===== src/rtl/vmt_pkg.sv =====
// Package with the types, constants and helpers of the 4x4 vector-matrix transform.
`default_nettype none

package vmt_pkg;

  localparam int ELEMENT_BITS  = 16;
  localparam int COEF_BITS     = 16;
  localparam int FRAC_SHIFT    = 12;
  localparam int NUM_ELEM      = 4;
  localparam int ROW_BITS      = NUM_ELEM * COEF_BITS;
  localparam int CFG_ADDR_BITS = 3;
  localparam int CFG_DATA_BITS = ROW_BITS;
  localparam int PROD_BITS     = ELEMENT_BITS + COEF_BITS;
  localparam int SUM_BITS      = PROD_BITS + 2;

  typedef enum logic [CFG_ADDR_BITS-1:0] {
    REG_MATRIX_ROW0 = 3'd0,
    REG_MATRIX_ROW1 = 3'd1,
    REG_MATRIX_ROW2 = 3'd2,
    REG_MATRIX_ROW3 = 3'd3
  } cfg_reg_t;

  localparam cfg_reg_t ROW_REG [NUM_ELEM] = '{
    REG_MATRIX_ROW0, REG_MATRIX_ROW1, REG_MATRIX_ROW2, REG_MATRIX_ROW3
  };

  typedef logic signed [ELEMENT_BITS-1:0] elem_t;
  typedef logic signed [COEF_BITS-1:0]    coef_t;
  typedef logic signed [PROD_BITS-1:0]    prod_t;
  typedef logic signed [SUM_BITS-1:0]     sum_t;

  typedef elem_t [NUM_ELEM-1:0] elem_vec_t;
  typedef prod_t [NUM_ELEM-1:0] prod_vec_t;
  typedef sum_t  [NUM_ELEM-1:0] sum_vec_t;

  typedef struct packed {
    logic signed [ELEMENT_BITS-1:0] in_x;
    logic signed [ELEMENT_BITS-1:0] in_y;
    logic signed [ELEMENT_BITS-1:0] in_z;
    logic signed [ELEMENT_BITS-1:0] in_w;
  } in_t;

  typedef struct packed {
    logic signed [ELEMENT_BITS-1:0] out_x;
    logic signed [ELEMENT_BITS-1:0] out_y;
    logic signed [ELEMENT_BITS-1:0] out_z;
    logic signed [ELEMENT_BITS-1:0] out_w;
    logic                           clipped;
  } out_t;

  typedef struct packed {
    logic                we;
    logic [ROW_BITS-1:0] data;
  } row_wr_t;

  function automatic logic [ROW_BITS-1:0] identity_row(input int k);
    logic [ROW_BITS-1:0] row;
    row = '0;
    row[k*COEF_BITS +: COEF_BITS] = COEF_BITS'(1 << FRAC_SHIFT);
    return row;
  endfunction

endpackage

`default_nettype wire


===== src/rtl/vmt_cell.sv =====
// One cell of the transform chain: holds one matrix row and adds its products.
`default_nettype none

module vmt_cell (
  input  wire logic                       clk,
  input  wire logic                       rst_n,
  input  wire vmt_pkg::row_wr_t           row_wr,
  input  wire logic [vmt_pkg::ROW_BITS-1:0] row_init,
  input  wire logic                       in_valid,
  output logic                            in_ready,
  input  wire vmt_pkg::elem_vec_t         in_vec,
  input  wire vmt_pkg::sum_vec_t          in_psum,
  output logic                            out_valid,
  input  wire logic                       out_ready,
  output vmt_pkg::elem_vec_t              out_vec,
  output vmt_pkg::sum_vec_t               out_psum
);

  logic [vmt_pkg::ROW_BITS-1:0] row_r;

  logic                a_valid_r;
  vmt_pkg::elem_vec_t  a_vec_r;
  vmt_pkg::sum_vec_t   a_psum_r;
  vmt_pkg::prod_vec_t  a_prod_r;
  vmt_pkg::prod_vec_t  a_prod_nxt;

  logic                b_valid_r;
  vmt_pkg::elem_vec_t  b_vec_r;
  vmt_pkg::sum_vec_t   b_psum_r;
  vmt_pkg::sum_vec_t   b_psum_nxt;

  logic a_ready;
  logic b_ready;

  assign b_ready  = !b_valid_r || out_ready;
  assign a_ready  = !a_valid_r || b_ready;
  assign in_ready = a_ready;

  always_comb begin
    for (int j = 0; j < vmt_pkg::NUM_ELEM; j++) begin
      a_prod_nxt[j] = vmt_pkg::PROD_BITS'($signed(in_vec[0]) *
                      $signed(row_r[j*vmt_pkg::COEF_BITS +: vmt_pkg::COEF_BITS]));
      b_psum_nxt[j] = $signed(a_psum_r[j]) +
                      vmt_pkg::SUM_BITS'($signed(a_prod_r[j]));
    end
  end

  always_ff @(posedge clk) begin
    if (!rst_n) begin
      row_r     <= row_init;
      a_valid_r <= 1'b0;
      b_valid_r <= 1'b0;
    end else begin
      if (row_wr.we) begin
        row_r <= row_wr.data;
      end
      if (a_ready) begin
        a_valid_r <= in_valid;
      end
      if (b_ready) begin
        b_valid_r <= a_valid_r;
      end
    end
  end

  always_ff @(posedge clk) begin
    if (in_valid && a_ready) begin
      a_vec_r  <= {vmt_pkg::elem_t'(0), in_vec[vmt_pkg::NUM_ELEM-1:1]};
      a_psum_r <= in_psum;
      a_prod_r <= a_prod_nxt;
    end
    if (a_valid_r && b_ready) begin
      b_vec_r  <= a_vec_r;
      b_psum_r <= b_psum_nxt;
    end
  end

  assign out_valid = b_valid_r;
  assign out_vec   = b_vec_r;
  assign out_psum  = b_psum_r;

  a_hold: assert property (@(posedge clk) disable iff (!rst_n)
    b_valid_r && !out_ready |=> b_valid_r && $stable(b_psum_r))
    else $error("cell result changed while stalled");

  a_bubble: assert property (@(posedge clk) disable iff (!rst_n)
    !a_valid_r |-> in_ready)
    else $error("cell refused a request with an empty first stage");

  a_take: assert property (@(posedge clk) disable iff (!rst_n)
    in_valid && in_ready |=> a_valid_r)
    else $error("accepted request lost in cell");

endmodule

`default_nettype wire


===== config.mk =====
export PLATFORM = sky130hd
export DESIGN_NAME = vmt_cell
export DESIGN_NICKNAME = d
export VERILOG_FILES = /design/src/rtl/vmt_pkg.sv /design/src/rtl/vmt_cell.sv
export SDC_FILE = /design/constraint.sdc
export NUM_CORES = 2
export LEC_CHECK = 0
export BUFFER_PORTS_ARGS = -buffer_cell sky130_fd_sc_hd__buf_2
export CAP_MARGIN = 20
export CORE_MARGIN = 10
export CORE_UTILIZATION = 55
export CTS_CLUSTER_SIZE = 10
export DETAILED_ROUTE_END_ITERATION = 12
export GPL_TIMING_DRIVEN = 0
export MAX_ROUTING_LAYER = met4
export PLACE_DENSITY = 0.87
export RECOVER_POWER = 50
export SETUP_SLACK_MARGIN = 0.2
export SYNTH_ARGS = -nofsm -noshare
export SYNTH_HDL_FRONTEND = slang
export SYNTH_SLANG_ARGS = --single-unit
export TNS_END_PERCENT = 10

===== constraint.sdc =====
create_clock -name clk -period 10.1 [get_ports clk]
set_input_delay 1.01 -clock clk [delete_from_list [all_inputs] [get_ports clk]]
set_output_delay 1.01 -clock clk [all_outputs]
set_load 0.005 [all_outputs]

=== After elaboration in Yosys (flattened, before gate mapping) ===
Cells that the tools add are included.

* $add $sub $neg: 4
* $mul: 4
* Equal/unequal tests: 1
* Mux-type cells: 2
* Reductions and logical operators: 6

{| class="wikitable"
|+ Operators by type and width
! kind !! number
|-
| 34-bit by 32-bit adder with 34-bit output || 4
|-
| 16-bit by 16-bit multiplier with 32-bit output || 4
|-
| 64-bit two-way mux || 2
|-
| 1-bit logical AND || 2
|-
| 1-bit logical NOT || 2
|-
| 1-bit logical OR || 2
|-
| 2-bit by 1-bit inequality test with 1-bit output (second input constant) || 1
|}

* Bits in registers: 562
* Input bits: 333
* Output and inout port bits: 202
* Word-level logic and storage cells: 38

=== Depth between registers and ports, before layout ===
* Depth after elaboration: 4
* Mapped depth: 25
* Gate-level depth less buffers: 23

=== Worst setup path after synthesis ===
No wires, ideal clock.

* Path type: input to register
* From: input port out_ready
* To: register b_psum_r (netlist bit out_psum[0]), enable pin
* Arrival time: 9,212 ps
* Slack: 135 ps
* Stages on the path: 2
* Cell sequence: nor2b_1 -> nor2b_1

* Longest elaborated chain between the ends: 2

{| class="wikitable"
|+ Ends and longest elaborated chain
! item !! RTL line !! RTL
|-
| start: declaration || vmt_cell.sv:14 || <nowiki>input wire logic out_ready,</nowiki>
|-
| 1-bit logical OR || vmt_cell.sv:35 || <nowiki>assign b_ready = !b_valid_r || out_ready;</nowiki>
|-
| 1-bit logical AND || vmt_cell.sv:72 || <nowiki>if (a_valid_r && b_ready) begin</nowiki>
|-
| end signal: assignment || vmt_cell.sv:74 || <nowiki>b_psum_r <= b_psum_nxt;</nowiki>
|-
| end: declaration || vmt_cell.sv:29 || <nowiki>vmt_pkg::sum_vec_t b_psum_r;</nowiki>
|}

Every way passes these cells.
A chain may end at the register's enable or synchronous reset.

==> qor.yml <==
fillers: 9089
report.final.slew_viol_count: 354
multi_input_area_um2: 41300
grt_max_degree: 70
cts_buffer_depth: 3
synth_edf_count: 560
ff2ff_path_depth: 5
clkTransAtPathRegs_ns: 0.05
hold_ws_ns: 0.394
cts_tree: "yes"
finalSetupViolCount: 0
min_path_cells: 0
ant_nets: 0
grt_pass1_vias: 48500
final_nets: 8349
endpoint_kind: "flip-flop"
ys_types: 81
initial_core_util_pct: 55.4
finalCriticalPeriod_ns: 8.26
synth_common_cells: "inv_1 (1187), fa_1 (1052), edfxtp_1 (560)"
grt_use_total_pct: 29.7
yosysSeqAreaShare_pct: 26.6
vias_per_cell: 5.58
io_buffers: 501
cts_hold_buf: 0
antenna_found_initial: 25
synth.most_common_cell: "inv_1"
syn_area_per_cell_um2: 10.8
place_congestion: 1.01
synthesis.area_um2: 63300
cts_max_level: 3
die_h_um: 359
core-area_um2: 114000
max_freq_mhz: 121
worst-path-max-fanout: 12
drc: 0
worst_pin_slew_ns: 4.03
synthDominantCellAreaShare_pct: 33.2
syn_to_final_growth_pct: 11.2
drive_gt1_share_pct: 9.50
async_flop_share_pct: 0
clkLatencyLatePin_ns: 0.69
drt_wl_total_um: 186000
cap_violations: 9
die_area_um2: 129000
dpl.hpwl_um: 149000
status: "finished with violations"
wl_per_cell_um: 23.0
drt_first_pass_iters: 6
clock-sinks: 562
finalCritPeriodShare_pct: 81.7
io-pin-count: 535
yosysWarnings: 0
violations: "max-capacitance violations, max-slew violations"
hp-class: "flip-flop to flip-flop"
critical_path_class: "input pin to flip-flop"
skew_ns: 0.0426
synth_area_leaders: "fa_1 (33%), edfxtp_1 (27%), ha_1 (9.1%), inv_1 (7.0%), and2_1 (4.9%)"
cts_made_buffers: 71
vias: 45000
drt-initial-drc-count: 3641
required_ns: 10.51
relSlewSlack_pct: -169
rsz0062_at_grt: "false"
ys_ff_latch: 562
yosys_most_used_dff: "edfxtp_1"
arrival_ns: 8.67
grt_overflow: 0
die_w_um: 359
post_cts_buffers: 0
grt_pass1_wl_um: 285000
hold_viol_final: 0
cts_root_buf: "clkbuf_16"
yosysTopAreaCell: "fa_1"
seq_area_um2: 16900
start_kind: "input pin"
cts_resized: 0
syn_inst: 5881
rows: 124
logic make-up after synthesis:
kind of cell | after synthesis | share of synthesized area (%)
fa+ha+maj | 1512 | 42.3
simple gates | 1461 | 11.5
buf+inv | 1395 | 8.36
compound gates | 630 | 6.51
flops | 562 | 26.6
xor+xnor | 256 | 3.54
mux | 64 | 1.14
other cells | 1 | 0.00592
worst max-delay path, stage by stage:
cell      delay (ns)
clkbuf_1        0.88
clkbuf_1        0.86
nand2_1         0.18
fa_1            0.55
inv_1           0.05
fa_1            0.48
fa_1            0.66
fa_1            0.47
fa_1            0.49
inv_1           0.05
fa_1            0.47
inv_1           0.04
ha_1            0.37
nand4_1         0.28
nor4_1          0.49
nor3_1          0.22
o21ai_1         0.40
a211o_1         0.20
a21oi_1         0.08
xnor2_1         0.39
final timing paths:
path | start | end | slack, ns
setup / recovery | in_vec[9] | a_prod_r[63] | 1.84
setup reg to reg | out_valid | a_prod_r[32] | 2.70
hold reg to reg | a_vec_r[44] | out_vec[44] | 0.39
hold / removal | a_vec_r[44] | out_vec[44] | 0.39
cells in the final DEF, fill, tap and decap left out, types with 7 or more instances in the layout:
cell / instances
nor2b_1: 25
buf_8: 14
inv_1: 1187
nor2_1: 174
nand2b_1: 43
xnor2_1: 192
o31ai_1: 11
a21oi_1: 199
a211oi_1: 20
and2_1: 497
nor3_1: 36
o211ai_1: 20
and3_1: 22
xor2_1: 64
ha_1: 460
clkbuf_16: 71
mux2_2: 34
or3_1: 10
conb_1: 16
nand2_1: 555
nor4_1: 8
and4_1: 7
o21bai_1: 30
o21ai_0: 100
fa_1: 1052
a31oi_1: 14
a21boi_0: 8
edfxtp_1: 560
buf_4: 16
o21a_1: 32
a21o_1: 106
clkbuf_1: 276
a31o_2: 8
mux2_1: 30
nand4_1: 19
buf_2: 431
nand3_1: 36
diode_2: 32
state kept, by name, indices dropped and copies added, names as in the netlist:
register	cells
a_psum_r	136
a_prod_r	128
out_vec	48
a_vec_r	48
a_valid_r	1
row_r	64
out_valid	1
out_psum	136
through the flow:
step / setup WS, ns / TNS, ns / util, % / std cells / instance area [µm²]
after floorplan: 1.15 / 0 / - / 5896 / 63400
after global placement: -2.23 / -673.50 / 59.3 / 7909 / 67800
final: 1.84 / 0 / 61.6 / 8073 / 70400
after detailed placement: 1.35 / 0 / 59.7 / 7932 / 68300
after CTS: 2.04 / 0 / 61.6 / 8030 / 70400
after global routing: 1.70 / 0 / 61.6 / 8063 / 70400
routing by layer:
layer	vias up	share of wire, %	global-route usage (%)
met5	-	0	-
met4	0	5.0	12.4
met3	479	9.7	7.66
met2	2088	47	46.8
met1	22600	38	36.4
li1	19800	-	-
final cells by class:
class | count | area share [%]
buffer | 208 | 1.20
timing repair buffer | 535 | 4.09
clock inverter | 20 | 0.492
antenna | 32 | 0.114
clock buffer | 78 | 2.56
sequential | 562 | 23.9
inverter | 1187 | 6.33
tap | 1512 | 2.69
multi-input combinational | 3939 | 58.6
Power is left out: the tool's default activity adds up to more than one toggle a clock period on the data nets, which glitch-free logic cannot reach.
