File: src/rtl/vmt_pkg.sv
// Package with the types, constants and helpers of the 4x4 vector-matrix transform.
`default_nettype none

package vmt_pkg;

  localparam int ELEMENT_BITS  = 16;
  localparam int COEF_BITS     = 16;
  localparam int FRAC_SHIFT    = 12;
  localparam int NUM_ELEM      = 4;
  localparam int ROW_BITS      = NUM_ELEM * COEF_BITS;
  localparam int CFG_ADDR_BITS = 3;
  localparam int CFG_DATA_BITS = ROW_BITS;
  localparam int PROD_BITS     = ELEMENT_BITS + COEF_BITS;
  localparam int SUM_BITS      = PROD_BITS + 2;

  typedef enum logic [CFG_ADDR_BITS-1:0] {
    REG_MATRIX_ROW0 = 3'd0,
    REG_MATRIX_ROW1 = 3'd1,
    REG_MATRIX_ROW2 = 3'd2,
    REG_MATRIX_ROW3 = 3'd3
  } cfg_reg_t;

  localparam cfg_reg_t ROW_REG [NUM_ELEM] = '{
    REG_MATRIX_ROW0, REG_MATRIX_ROW1, REG_MATRIX_ROW2, REG_MATRIX_ROW3
  };

  typedef logic signed [ELEMENT_BITS-1:0] elem_t;
  typedef logic signed [COEF_BITS-1:0]    coef_t;
  typedef logic signed [PROD_BITS-1:0]    prod_t;
  typedef logic signed [SUM_BITS-1:0]     sum_t;

  typedef elem_t [NUM_ELEM-1:0] elem_vec_t;
  typedef prod_t [NUM_ELEM-1:0] prod_vec_t;
  typedef sum_t  [NUM_ELEM-1:0] sum_vec_t;

  typedef struct packed {
    logic signed [ELEMENT_BITS-1:0] in_x;
    logic signed [ELEMENT_BITS-1:0] in_y;
    logic signed [ELEMENT_BITS-1:0] in_z;
    logic signed [ELEMENT_BITS-1:0] in_w;
  } in_t;

  typedef struct packed {
    logic signed [ELEMENT_BITS-1:0] out_x;
    logic signed [ELEMENT_BITS-1:0] out_y;
    logic signed [ELEMENT_BITS-1:0] out_z;
    logic signed [ELEMENT_BITS-1:0] out_w;
    logic                           clipped;
  } out_t;

  typedef struct packed {
    logic                we;
    logic [ROW_BITS-1:0] data;
  } row_wr_t;

  function automatic logic [ROW_BITS-1:0] identity_row(input int k);
    logic [ROW_BITS-1:0] row;
    row = '0;
    row[k*COEF_BITS +: COEF_BITS] = COEF_BITS'(1 << FRAC_SHIFT);
    return row;
  endfunction

endpackage

`default_nettype wire

File: src/rtl/vmt_sat.sv
// Output stage: rounds, saturates and registers the four column sums.
`default_nettype none

module vmt_sat (
  input  wire logic              clk,
  input  wire logic              rst_n,
  input  wire logic              in_valid,
  output logic                   in_ready,
  input  wire vmt_pkg::sum_vec_t in_psum,
  output logic                   out_valid,
  input  wire logic              out_ready,
  output vmt_pkg::out_t          out_data
);

  localparam int E    = vmt_pkg::ELEMENT_BITS;
  localparam int BW   = vmt_pkg::SUM_BITS + 1;
  localparam int SH_W = BW - vmt_pkg::FRAC_SHIFT;

  localparam longint HI_L = (longint'(1) <<< (E - 1)) - 1;
  localparam longint LO_L = -(longint'(1) <<< (E - 1));
  localparam logic signed [SH_W-1:0] HI_S = SH_W'(HI_L);
  localparam logic signed [SH_W-1:0] LO_S = SH_W'(LO_L);
  localparam logic signed [E-1:0]    HI_E = E'(HI_L);
  localparam logic signed [E-1:0]    LO_E = E'(LO_L);
  localparam logic signed [BW-1:0]   HALF = BW'(1 << (vmt_pkg::FRAC_SHIFT - 1));

  logic               out_valid_r;
  vmt_pkg::out_t      out_data_r;
  vmt_pkg::out_t      out_data_nxt;
  vmt_pkg::elem_vec_t res;

  always_comb begin
    logic signed [BW-1:0]   biased;
    logic signed [SH_W-1:0] shifted;
    logic                   clip;
    clip = 1'b0;
    for (int j = 0; j < vmt_pkg::NUM_ELEM; j++) begin
      biased  = BW'($signed(in_psum[j])) + HALF;
      shifted = SH_W'(biased >>> vmt_pkg::FRAC_SHIFT);
      if (shifted > HI_S) begin
        res[j] = HI_E;
        clip   = 1'b1;
      end else if (shifted < LO_S) begin
        res[j] = LO_E;
        clip   = 1'b1;
      end else begin
        res[j] = E'(shifted);
      end
    end
    out_data_nxt.out_x   = res[0];
    out_data_nxt.out_y   = res[1];
    out_data_nxt.out_z   = res[2];
    out_data_nxt.out_w   = res[3];
    out_data_nxt.clipped = clip;
  end

  assign in_ready = !out_valid_r || out_ready;

  always_ff @(posedge clk) begin
    if (!rst_n) begin
      out_valid_r <= 1'b0;
    end else if (in_ready) begin
      out_valid_r <= in_valid;
    end
  end

  always_ff @(posedge clk) begin
    if (in_valid && in_ready) begin
      out_data_r <= out_data_nxt;
    end
  end

  assign out_valid = out_valid_r;
  assign out_data  = out_data_r;

  a_clip: assert property (@(posedge clk) disable iff (!rst_n)
    out_valid_r && out_data_r.clipped |->
      out_data_r.out_x == HI_E || out_data_r.out_x == LO_E ||
      out_data_r.out_y == HI_E || out_data_r.out_y == LO_E ||
      out_data_r.out_z == HI_E || out_data_r.out_z == LO_E ||
      out_data_r.out_w == HI_E || out_data_r.out_w == LO_E)
    else $error("clipped flag set without a saturated element");

endmodule

`default_nettype wire

File: config.mk
export PLATFORM = sky130hd
export DESIGN_NAME = vmt_sat
export DESIGN_NICKNAME = d
export VERILOG_FILES = /design/src/rtl/vmt_pkg.sv /design/src/rtl/vmt_sat.sv
export SDC_FILE = /design/constraint.sdc
export NUM_CORES = 1
export LEC_CHECK = 0
export ABC_AREA = 1
export BUFFER_PORTS_ARGS = -buffer_cell sky130_fd_sc_hd__buf_2
export CORE_MARGIN = 4
export CORE_UTILIZATION = 55
export DETAILED_ROUTE_END_ITERATION = 10
export MAX_ROUTING_LAYER = met4
export PLACE_DENSITY = 0.88
export SLEW_MARGIN = 20
export SYNTH_ARGS = -nofsm -noshare
export SYNTH_HDL_FRONTEND = slang
export SYNTH_SLANG_ARGS = --single-unit
File: constraint.sdc
create_clock -name clk -period 13.3 [get_ports clk]
set_input_delay 2.66 -clock clk [delete_from_list [all_inputs] [get_ports clk]]
set_output_delay 2.66 -clock clk [all_outputs]
set_load 0.01 [all_outputs]
Word level (Yosys, flattened, before mapping) --
Index checks and enable logic that the tools add are counted.
Operators by class: $add $sub $neg 4, magnitude comparators 8, mux-type cells 5, reductions and logical operators 4
Operators with widths (count):
- adder 34 x 13 -> 35 bit (second input constant) | 4
- greater-than comparator 23 x 16 -> 1 bit (second input constant) | 4
- less-than comparator 23 x 16 -> 1 bit (second input constant) | 4
- 2-to-1 mux 16 bit | 4
- OR reduction 7 bit | 1
- logical AND 1 bit | 1
- zero test 1 bit | 1
- logical OR 1 bit | 1
- 2-to-1 mux 1 bit | 1
Word-level totals: bits in registers 66, input port bits 140, output and inout port bits 67, word-level logic and storage cells 27

Depth between registers and ports, before layout --
depth in word-level cells 3, depth in mapped cells 15, gate-level depth less buffers 15

Worst setup path before layout --
No wires, ideal clock.
path type input port to flip-flop, start point input port in_valid, end point register out_data_r, in the netlist out_data[0] (enable), library setup time 0.509 ns, data arrival time 5.853 ns, data required time 12.791 ns, slack 6.938 ns, cell stages on the path 2, buffers on the path 0, path through inv_1 a21oi_1
On the way: cells in the longest elaborated chain, start to end 1
RTL lines:
- start: declaration | RTL line vmt_sat.sv:7 | input wire logic in_valid,
- logical AND 1 bit | RTL line vmt_sat.sv:68 | if (in_valid && in_ready) begin
- end signal: assignment | RTL line vmt_sat.sv:69 | out_data_r <= out_data_nxt;
- end: declaration | RTL line vmt_sat.sv:28 | vmt_pkg::out_t out_data_r;
No other way between the ends. A chain may end at the register's enable or synchronous reset.

Worst setup path after layout --
start point input port out_ready, end point output port in_ready
On the way: cells in the longest elaborated chain, start to end 1
RTL lines:
- start: declaration | RTL line vmt_sat.sv:11 | input wire logic out_ready,
- logical OR 1 bit | RTL line vmt_sat.sv:57 | assign in_ready = !out_valid_r || out_ready;
- end: declaration | RTL line vmt_sat.sv:8 | output logic in_ready,
No other way between the ends.

==> results.yml <==
floorplanning:
  core_area_sq_um: 9820
  initial_core_util: 0.568
  rows: 36
  floorplan.die.width_microns: 109
  die_h_microns: 109
  fp.dieArea_sq_um: 11800
  num_io_pins: 207
routing:
  drt_drc_violations_left: 0
  drt-initial-drc-count: 229
  routed_via_density: 5.09
  wl_per_cell_microns: 12.6
  antenna_violating_nets_left: 0
  num_vias: 5653
  detailedRoute.firstPassIterationCount: 5
  postRouteWirelength_microns: 13900
worst_setup_path:
  worst_setup_path_startpoint: "out_ready"
  worst_setup_path_end_kind: "output port"
  crit_required_ns: 10.64
  timing.critical_path.from_type: "input port"
  data_arrival_time_of_the_critical_path_ns: 3.09
  r2r_start: "out_valid$_SDFFE_PN0N_"
  path_class: "in2out"
  worst-path-max-fanout: 2
synth:
  synth_seq_cells: 66
  ys_seq_area_frac: 0.354
  netlist-cell-type-count: 32
  dominantRegCellSynth: "sky130_fd_sc_hd__edfxtp_1"
  syn-instance-count: 806
  post_synth_instance_area_sq_um: 5580
  syn-mean-instance-area_sq_um: 6.92
  count_of_flip_flops_with_a_built_in_enable_after_synthesis: 65
  asyncSetResetFlopFracSynth: 0
  synth.net_count: 950
  yosysWarningCount: 0
global_routing:
  global_route.overflow_total: 0
  grt.total_usage: 0.248
  wire_length_of_the_first_global_routing_pass_microns: 23000
  initial_antenna_violation_count: 0
  grt_start_max_net_pins: 66
  via_count_of_the_first_global_routing_pass: 5150
layout:
  finish.cell_count_without_fillers: 1110
  layout.cells.most_common_list: "sky130_fd_sc_hd__nand2_1 (322), sky130_fd_sc_hd__buf_2 (162), sky130_fd_sc_hd__nor2_1 (113)"
  layout.core_utilization: 0.679
  fillers: 915
  diodes: 0
  layout.cell_area.non_filler_sq_um: 6670
  areaGrowthSynthToFinish_pct: 19.6
  layout.cells.most_common: "sky130_fd_sc_hd__nand2_1"
  final_nets: 1116
  drive_above_1_share: 0.268
clock_tree:
  cts_max_path_buffers: 2
  worstSkewPairLatency_ns: 0.34
  cts_root_buffer: "sky130_fd_sc_hd__clkbuf_8"
  total_of_cells_resized_after_clock_tree_synthesis: 0
  tritoncts_num_sinks: 66
  cts_buffers: 9
  post_cts_clock_slew_at_the_launch_and_capture_registers_of_the_worst_setup_and_hold_paths_ns: 0.07
  cts_tree: "built"
  post-cts-setup-buffers: 0
  cts.hold.buffers_added: 0
  ctsHtreeMaxLevel: 3
sta:
  slew_headroom: 0.458
  finalWorstSetupSlack_ns: 7.55
  worst_pin_slew_ns: 0.814
  drv_slew: 0
  timing.final.hold_violations: 0
  grt_setup_unrepaired: "false"
  skew_ns: 0.00603
  report.final.setup_viol: 0
  final_critical_path_time_including_i_o_delays_and_setup_ns: 5.75
  fin_tns_setup_ns: 0
  maxClockFrequency_mhz: 174
  fin_crit_sh: 0.432
place:
  placement.io_buffers: 162
  place_area_sq_um: 6490
  place_inst: 1094
  final_weighted_congestion_of_routability_driven_global_placement: 0.935
  dpl_worst_slack_ns: 7.55
  detailed_place_hpwl_microns: 11400
power:
  leakage_power_figure_uw: 0.00295
  vdd_drop_max_mv: 0.0435
  power_density_nw_per_um2: 78.6
min_path:
  worst_hold_startpoint: "out_valid$_SDFFE_PN0N_"
  min_path_type: "reg2reg"
status:
  status: "finished, final reports clean"
run:
  cap_violations: 0
[flip-flops by register name, indices dropped and copies added, names as in the netlist]
register	count
out_valid	1
out_data	65
[power by group]
part           total (uW)  leakage, uW  internal, uW  switching (uW)
combinational         115      0.00223          41.3            73.4
clock                 162    0.0000974          85.3            76.5
sequential            248     0.000618           245            3.11
total                 524      0.00295           371             153
[stage by stage]
stage | hold WS (ns) | power (uW)
2_1_floorplan | 0.595 | 321
3_3_place_gp | 0.536 | 364
3_5_place_dp | 0.596 | 367
4_1_cts | 0.607 | 527
5_1_grt | 0.669 | 552
6_report | 0.591 | 524
[logic make-up after synthesis]
kind of cell    count (synthesis)  share of synthesized area
compound gates                 55                     0.0740
buf+inv                        76                     0.0613
flops                          66                      0.354
fa+ha+maj                       4                    0.00898
xor+xnor                       45                     0.0707
simple gates                  560                      0.431
[metal layers]
metal | GRT usage | vias up | share of wire
met3 | 0.0290 | 23 | 0.066
met1 | 0.304 | 2511 | 0.42
met2 | 0.432 | 197 | 0.49
met4 | 0.0748 | 0 | 0.018
met5 | - | - | 0
li1 | - | 2922 | -
[final cells by class]
class | instances | area (sq um) | share of cell area
inverters | 68 | 255 | 0.0383
multi-input cells | 664 | 3270 | 0.491
well taps | 133 | 166 | 0.0249
flip-flops and latches | 66 | 1970 | 0.296
clock buffers | 10 | 128 | 0.0191
clock inverters | 6 | 57.6 | 0.00863
repair buffers | 163 | 818 | 0.123
[synth_stat cells, types with 9 or more instances]
cell type | number | area (sq um)
sky130_fd_sc_hd__nand3_1 | 62 | 310
sky130_fd_sc_hd__inv_1 | 62 | 233
sky130_fd_sc_hd__xor2_1 | 30 | 263
sky130_fd_sc_hd__nor2_2 | 14 | 87.6
sky130_fd_sc_hd__o21ai_2 | 28 | 245
sky130_fd_sc_hd__nor2_4 | 9 | 101
sky130_fd_sc_hd__nor2_1 | 113 | 424
sky130_fd_sc_hd__nand2_2 | 14 | 87.6
sky130_fd_sc_hd__o21ai_0 | 11 | 55.1
sky130_fd_sc_hd__xnor2_1 | 15 | 131
sky130_fd_sc_hd__nand2_1 | 322 | 1210
sky130_fd_sc_hd__edfxtp_1 | 65 | 1950
[path summary, 6_finish.rpt]
| path | to | slack [ns] | depth (start not counted) |
|---|---|---|---|
| hold / removal | out_valid$_SDFFE_PN0N_ | 0.59 | 2 |
| setup / recovery | in_ready | 7.55 | 4 |
| setup reg to reg | out_data[13]$_SDFFCE_PN1P_ | 11.73 | 2 |
| hold reg to reg | out_valid$_SDFFE_PN0N_ | 0.59 | 2 |
[critical path, cell delays in order]
cell	delay [ns]
sky130_fd_sc_hd__buf_2	0.09
sky130_fd_sc_hd__inv_1	0.11
sky130_fd_sc_hd__nand2_1	0.08
sky130_fd_sc_hd__buf_2	0.14
(Power assumes the default switching activity.)
